**src/design/llcs_pkg.sv**
```systemverilog
// Package for the luma log contrast stretch block: constants, state enum,
// controller/datapath command struct and the Lm log function for the lookup table.
// No dependencies.
package llcs_pkg;

  localparam int LogFracBitsDef = 12;
  localparam int LumaW          = 8;
  localparam int DivSteps       = 9;  // quotient of 2*255*num/(2*den) fits in 9 bits

  typedef enum logic [1:0] {
    ST_IDLE,
    ST_DIV,
    ST_OUT
  } llcs_state_t;

  typedef struct packed {
    logic load;     // capture pixel on every accepted beat
    logic step;     // one divider iteration
    logic emit;     // results valid
  } llcs_cmd_t;

  // Lm(n) = round(2^fb * log2(n+1)) computed exactly as the bit-serial
  // squaring method; elaborated into a constant table.
  function automatic logic [31:0] log_q(input int n, input int fb);
    logic [63:0] x;
    logic [63:0] frac;
    logic [63:0] total;
    int m;
    int e;
    m = (n & 255) + 1;
    e = 0;
    while (e < 8 && (m >> (e + 1)) != 0) e++;
    x = 64'(m) << (30 - e);
    frac = '0;
    for (int i = 1; i <= 28; i++) begin
      x = (x * x) >> 30;
      if (x >= (64'd1 << 31)) begin
        x = x >> 1;
        frac = frac | (64'd1 << (28 - i));
      end
    end
    total = (64'(e) << 28) | frac;
    total = (total + (64'd1 << (27 - fb))) >> (28 - fb);
    return total[31:0];
  endfunction

endpackage

```
**src/design/llcs_ctrl.sv**
```systemverilog
// Controller FSM: sequences load, serial divide and output handoff.
// Depends on llcs_pkg.
module llcs_ctrl import llcs_pkg::*; (
  input  logic      clk,
  input  logic      rst_n,
  input  logic      in_valid,
  input  logic      in_command,
  input  logic      out_stall,
  output logic      in_stall,
  output logic      out_valid,
  output llcs_cmd_t cmd
);

  llcs_state_t state_r, state_nxt;
  logic [3:0]  cnt_r, cnt_nxt;
  logic        take;

  assign take = in_valid && !in_stall;

  always_comb begin
    state_nxt = state_r;
    cnt_nxt   = cnt_r;
    unique case (state_r)
      ST_IDLE: begin
        cnt_nxt = '0;
        if (take && in_command) state_nxt = ST_DIV;
      end
      ST_DIV: begin
        cnt_nxt = cnt_r + 4'd1;
        if (cnt_r == 4'(DivSteps - 1)) state_nxt = ST_OUT;
      end
      ST_OUT: begin
        if (!out_stall) state_nxt = ST_IDLE;
      end
      default: state_nxt = ST_IDLE;
    endcase
  end

  always_comb begin
    in_stall  = (state_r != ST_IDLE);
    out_valid = (state_r == ST_OUT);
    cmd.load  = (state_r == ST_IDLE) && take;
    cmd.step  = (state_r == ST_DIV);
    cmd.emit  = (state_r == ST_OUT);
  end

  always_ff @(posedge clk) begin
    if (!rst_n) begin
      state_r <= ST_IDLE;
      cnt_r   <= '0;
    end else begin
      state_r <= state_nxt;
      cnt_r   <= cnt_nxt;
    end
  end

endmodule

```
**src/design/llcs_dp.sv**
```systemverilog
// Datapath: luma/chroma, min/max tracking, log table, restoring divider
// and BGR reconstruction with clamp. Depends on llcs_pkg.
module llcs_dp import llcs_pkg::*; #(
  parameter int LOG_FRAC_BITS = LogFracBitsDef
) (
  input  logic       clk,
  input  logic       rst_n,
  input  logic       in_valid,
  input  logic       in_stall,
  input  logic       in_command,
  input  logic       in_frame_start,
  input  logic [7:0] in_blue,
  input  logic [7:0] in_green,
  input  logic [7:0] in_red,
  input  llcs_cmd_t  cmd,
  output logic [7:0] out_blue,
  output logic [7:0] out_green,
  output logic [7:0] out_red
);

  localparam int LW = LOG_FRAC_BITS + 4;   // Lm max = 8*2^fb
  localparam int NW = LW + 9;              // 510*num
  localparam int DW = LW + 1;              // 2*den

  logic [LW-1:0] lut [256];
  for (genvar i = 0; i < 256; i++) begin : g_lut
    assign lut[i] = LW'(log_q(i, LOG_FRAC_BITS));
  end

  logic [7:0]  lmin_r, lmax_r, y;
  logic [15:0] ysum;
  assign ysum = 16'(16'd29 * in_blue + 16'd150 * in_green + 16'd77 * in_red + 16'd128);
  assign y    = ysum[15:8];

  always_ff @(posedge clk) begin
    if (!rst_n) begin
      lmin_r <= 8'd255;
      lmax_r <= 8'd0;
    end else if (in_valid && !in_stall && !in_command) begin
      if (in_frame_start) begin
        lmin_r <= y;
        lmax_r <= y;
      end else begin
        if (y < lmin_r) lmin_r <= y;
        if (y > lmax_r) lmax_r <= y;
      end
    end
  end

  logic signed [17:0] u, v;
  assign u = 18'sd112 * $signed({10'd0, in_blue}) - 18'sd74 * $signed({10'd0, in_green})
           - 18'sd38 * $signed({10'd0, in_red});
  assign v = 18'sd157 * $signed({10'd0, in_red}) - 18'sd26 * $signed({10'd0, in_blue})
           - 18'sd132 * $signed({10'd0, in_green});

  logic [LW-1:0] lmy, lmn, lmx, num, den;
  assign lmy = lut[y];
  assign lmn = lut[lmin_r];
  assign lmx = lut[lmax_r];
  assign den = lmx - lmn;
  always_comb begin
    if (lmy <= lmn)      num = '0;
    else if (lmy >= lmx) num = den;
    else                 num = lmy - lmn;
  end

  // Restoring divider: (510*num + den) / (2*den), one quotient bit per step.
  // Quotient < 2^9, so the dividend bits above the low 9 are already below
  // the divisor and seed the remainder at load; only 9 steps remain.
  logic signed [17:0] u_r, v_r;
  logic [NW-1:0]      dvd_r;
  logic [DW-1:0]      dvs_r;
  logic [NW:0]        rem_r;
  logic [8:0]         q_r;
  logic               flat_r;
  logic [NW:0]        trial;
  logic [NW-1:0]      dvd_init;

  assign dvd_init = NW'(num) * NW'(510) + NW'(den);
  assign trial = {rem_r[NW-1:0], dvd_r[NW-1]} - (NW+1)'(dvs_r);

  always_ff @(posedge clk) begin
    if (cmd.load) begin
      u_r    <= u;
      v_r    <= v;
      flat_r <= (lmax_r <= lmin_r);
      dvd_r  <= {dvd_init[DivSteps-1:0], (NW-DivSteps)'(0)};
      dvs_r  <= {den, 1'b0};
      rem_r  <= (NW+1)'(dvd_init[NW-1:DivSteps]);
      q_r    <= '0;
    end else if (cmd.step) begin
      // remainder stays below divisor; shift in remaining dividend bits
      if (!trial[NW]) rem_r <= trial;
      else            rem_r <= {rem_r[NW-1:0], dvd_r[NW-1]};
      q_r   <= {q_r[7:0], !trial[NW]};
      dvd_r <= dvd_r << 1;
    end
  end

  logic [8:0]          yn;
  logic signed [27:0]  base, sb, sg, sr;
  assign yn   = flat_r ? 9'd0 : q_r;
  assign base = $signed({3'd0, yn, 16'd0}) + 28'sd32768;
  assign sb   = base + 28'sd520 * 28'(u_r);
  assign sg   = base - 28'sd101 * 28'(u_r) - 28'sd149 * 28'(v_r);
  assign sr   = base + 28'sd292 * 28'(v_r);

  function automatic logic [7:0] clampc(input logic signed [27:0] s);
    if (s < 0) return 8'd0;
    if (s[27:16] > 12'd255) return 8'd255;
    return s[23:16];
  endfunction

  assign out_blue  = clampc(sb);
  assign out_green = clampc(sg);
  assign out_red   = clampc(sr);

endmodule

```
**src/design/luma_log_contrast_stretch_core.sv**
```systemverilog
// Top level of the luma log contrast stretch block.
// A measure beat updates the luma range and gives no result. A transform beat
// passes IDLE, DIV and OUT; no beat is taken until IDLE again. Measure beats:
// one per cycle while idle. The 9-step serial divider sets the transform rate.
// Reset (rst_n low, synchronous): FSM idle, luma_min=255, luma_max=0.
module luma_log_contrast_stretch_core import llcs_pkg::*; #(
  parameter int LOG_FRAC_BITS = LogFracBitsDef
) (
  input  logic       clk,
  input  logic       rst_n,
  input  logic       in_valid,
  output logic       in_stall,
  input  logic       in_command,
  input  logic       in_frame_start,
  input  logic [7:0] in_blue,
  input  logic [7:0] in_green,
  input  logic [7:0] in_red,
  output logic       out_valid,
  input  logic       out_stall,
  output logic [7:0] out_blue,
  output logic [7:0] out_green,
  output logic [7:0] out_red
);

  llcs_cmd_t cmd;

  llcs_ctrl u_ctrl (
    .clk, .rst_n, .in_valid, .in_command, .out_stall,
    .in_stall, .out_valid, .cmd
  );

  llcs_dp #(.LOG_FRAC_BITS(LOG_FRAC_BITS)) u_dp (
    .clk, .rst_n, .in_valid, .in_stall, .in_command, .in_frame_start,
    .in_blue, .in_green, .in_red, .cmd, .out_blue, .out_green, .out_red
  );

  // a transform beat accepted is followed by busy
  a_busy: assert property (@(posedge clk) disable iff (!rst_n)
    in_valid && !in_stall && in_command |=> in_stall) else $error("no busy");
  // result never shown while input is being taken
  a_excl: assert property (@(posedge clk) disable iff (!rst_n)
    out_valid |-> in_stall) else $error("overlap");
  // held result stays stable
  a_hold: assert property (@(posedge clk) disable iff (!rst_n)
    out_valid && out_stall |=> out_valid && $stable(out_blue)) else $error("drop");

endmodule

```
**config.mk**
```make
export PLATFORM = sky130hd
export DESIGN_NAME = luma_log_contrast_stretch_core
export DESIGN_NICKNAME = d
export VERILOG_FILES = /design/src/design/llcs_pkg.sv /design/src/design/llcs_ctrl.sv /design/src/design/llcs_dp.sv /design/src/design/luma_log_contrast_stretch_core.sv
export SDC_FILE = /design/constraint.sdc
export NUM_CORES = 2
export LEC_CHECK = 0
export ABC_AREA = 1
export BUFFER_PORTS_ARGS = -buffer_cell sky130_fd_sc_hd__buf_2
export CAP_MARGIN = 0
export CORE_MARGIN = 2
export CORE_UTILIZATION = 60
export DETAILED_ROUTE_END_ITERATION = 10
export PLACE_DENSITY = 0.76
export SYNTH_ARGS = -nofsm -noshare
export SYNTH_HDL_FRONTEND = slang
export SYNTH_HIERARCHICAL = 1
export SYNTH_SLANG_ARGS = --single-unit
```
**constraint.sdc**
```tcl
create_clock -name clk -period 23.8 [get_ports clk]
set_input_delay 7.14 -clock clk [delete_from_list [all_inputs] [get_ports clk]]
set_output_delay 7.14 -clock clk [all_outputs]
set_load 0.02 [all_outputs]
```
==> metrics.md <==
| Metric | Value |
|---|---|
| Status | `complete, no violations` |
| H-tree depth | `4` |
| CP Class | `input pin to flop` |
| Largest net degree at the start of global routing | `68` |
| DRT iter0 DRCs | `4478` |
| CP max-delay cell | `fa_1` |
| Fraction of layout cells with a size suffix above 1 | `0.0401` |
| Clk_skew | `0.0351 ns` |
| First-pass GRT wire length | `212000 µm` |
| Syn_nets | `6835` |
| Cts bufs inserted | `17` |
| Final Hold Fails | `0` |
| Clk Latency, worst-skew pair | `0.51 ns` |
| Layout Nets | `6802` |
| Crit Reg-Reg Startpoint | `u_dp/lmax_r[1]` |
| Reg2Reg Depth | `54` |
| DIE AREA | `68800 µm²` |
| Post-CTS Setup Inserts | `0` |
| Clock transition at path regs | `0.10 ns` |
| Crit path required time | `24.03 ns` |
| GRT overflow | `0` |
| F_max | `0.0445 GHz` |
| Hold Path Class | `flop to flop` |
| Hold wc startpoint | `u_dp/q_r[2]` |
| Worst hold endpoint | `u_dp/q_r[3]` |
| Startpoint Class | `input pin` |
| Total Wirelength | `135000 µm` |
| DIE HEIGHT | `262 µm` |
| Critical path data arrival time | `22.70 ns` |
| Period minus WS final | `22.46 ns` |
| Slew HR | `0.303` |
| Initial Util | `0.608` |
| Fin crit share | `0.944` |
| First drt pass iteration count | `6` |
| Post-Syn Area per Cell | `6.87 µm²` |
| Area taken by multi-input logic gates | `32200 µm²` |
| Critical R2R Capture | `u_dp/rem_r[11]` |
| Largest fanout on the critical path | `17` |
| Longest Clk Path Bufs | `2` |
| Placed cells | `6636` |
| Post-Synthesis Cells | `5828` |
| Initial antenna violation count | `2` |
| Vias | `40.4k` |
| CP most frequent cell | `nand2_1` |
| Hold_ws | `0.487 ns` |
| Syn. warnings | `6` |
| WL/cell | `20.2 µm` |
| Actual slew at the worst max-slew pin | `1.03 ns` |
| FF/Latch Area | `3090 µm²` |
| Post-DRT Antenna Nets | `0` |
| CTS Hold Bufs | `0` |
| Number of global-route vias before repair | `39.1k` |
| WHS Path Cells | `2` |
| RSZ-0062 raised after global routing | `false` |
| Non-Filler Instances | `6672` |
| Fillers | `6187` |
| Die X-Extent | `262 µm` |
| Row count | `94` |
| Number of port buffers | `55` |
| Max-slew violations | `0` |
| Setup TNS | `0 ns` |
| Post-route design area | `41600 µm²` |
| Synth Cell Area | `40000 µm²` |
| Area growth from synthesis to layout | `4.04%` |
| R2r setup slk | `12.45 ns` |
| Post-route DRC | `0` |
| Cts repair resizes | `0` |
| Clock sinks | `116` |
| Dpl cell area | `41000 µm²` |
| Worst path max stage delay | `0.57 ns` |
| Core footprint | `65900 µm²` |
| Endpoints failing setup | `0` |
| MaxCap Viol Count | `0` |
| Clk root buf | `clkbuf_16` |
| Diodes inserted | `0` |
| I/O pin count | `56` |
| CTS tree | `yes` |
| GRT Total Usage | `0.384` |
| Via density | `6.05` |
| Placer Congestion | `1.06` |
| Dpl hpwl | `109000 µm` |
| Crit. End Element | `flop` |
routing by layer:
metal	wire, µm	share of wire	track usage
met5	13	0.000097	0
met2	59800	0.44	0.610
met1	56000	0.42	0.511
met4	5800	0.043	0.158
met3	13000	0.097	0.0771
critical path, delay by kind of cell:
| family | cells | cell delay, ns |
|---|---|---|
| xor+xnor | 2 | 0.57 |
| compound gates | 9 | 1.28 |
| fa+ha+maj | 20 | 8.46 |
| simple gates | 29 | 3.91 |
| buf+inv | 13 | 1.31 |
metrics by stage:
step / setup WS (ns) / utilization
after floorplan: 2.83 / -
after global placement: 1.17 / 0.623
after detailed placement: 0.870 / 0.623
after CTS: 1.36 / 0.632
after global routing: 0.132 / 0.632
final: 1.34 / 0.632
cell usage in the layout (no fill, tap or decap), types with 56 or more instances in the layout:
cell / n
xnor2_1: 69
inv_1: 1055
xor2_1: 149
fa_1: 301
nand3_1: 427
o211ai_1: 56
nor3_1: 63
a21oi_1: 420
nor2_1: 457
o21ai_0: 345
nand2_1: 1077
edfxtp_1: 76
ha_1: 676
registers in the layout, indices dropped and copies added, names as in the netlist:
| register | cells |
|---|---|
| u_dp/v_r | 18 |
| u_dp/u_r | 16 |
| u_dp/lmin_r | 8 |
| u_dp/dvs_r | 16 |
| u_ctrl/state_r | 2 |
| u_dp/q_r | 9 |
| u_dp/dvd_r | 9 |
| u_ctrl/cnt_r | 4 |
| u_dp/flat_r | 1 |
| u_dp/rem_r | 25 |
| u_dp/lmax_r | 8 |
final cells by class:
| cell class | count | area share |
|---|---|---|
| repair buffers | 100 | 0.0150 |
| well taps | 864 | 0.0260 |
| multi-input cells | 4482 | 0.773 |
| clock inverters | 15 | 0.00439 |
| flip-flops and latches | 116 | 0.0741 |
| inverters | 1078 | 0.0972 |
| clock buffers | 17 | 0.0102 |
worst max-delay path by stage:
| stage | to | cells after the start | slack (ns) | start |
|---|---|---|---|---|
| floorplan | u_dp/rem_r[15] | 76 | 2.83 | in_green[3] |
| global placement | u_dp/rem_r[11] | 75 | 1.17 | in_green[3] |
| detailed placement | u_dp/rem_r[11] | 75 | 0.87 | in_green[3] |
| CTS | u_dp/rem_r[11] | 75 | 1.36 | in_green[3] |
| global route | u_dp/rem_r[11] | 75 | 0.13 | in_green[3] |
| finish | u_dp/rem_r[11] | 73 | 1.34 | in_green[3] |
Power is not shown: default switching activity piles up to over one toggle a cycle in this logic, so the estimate is an artifact.
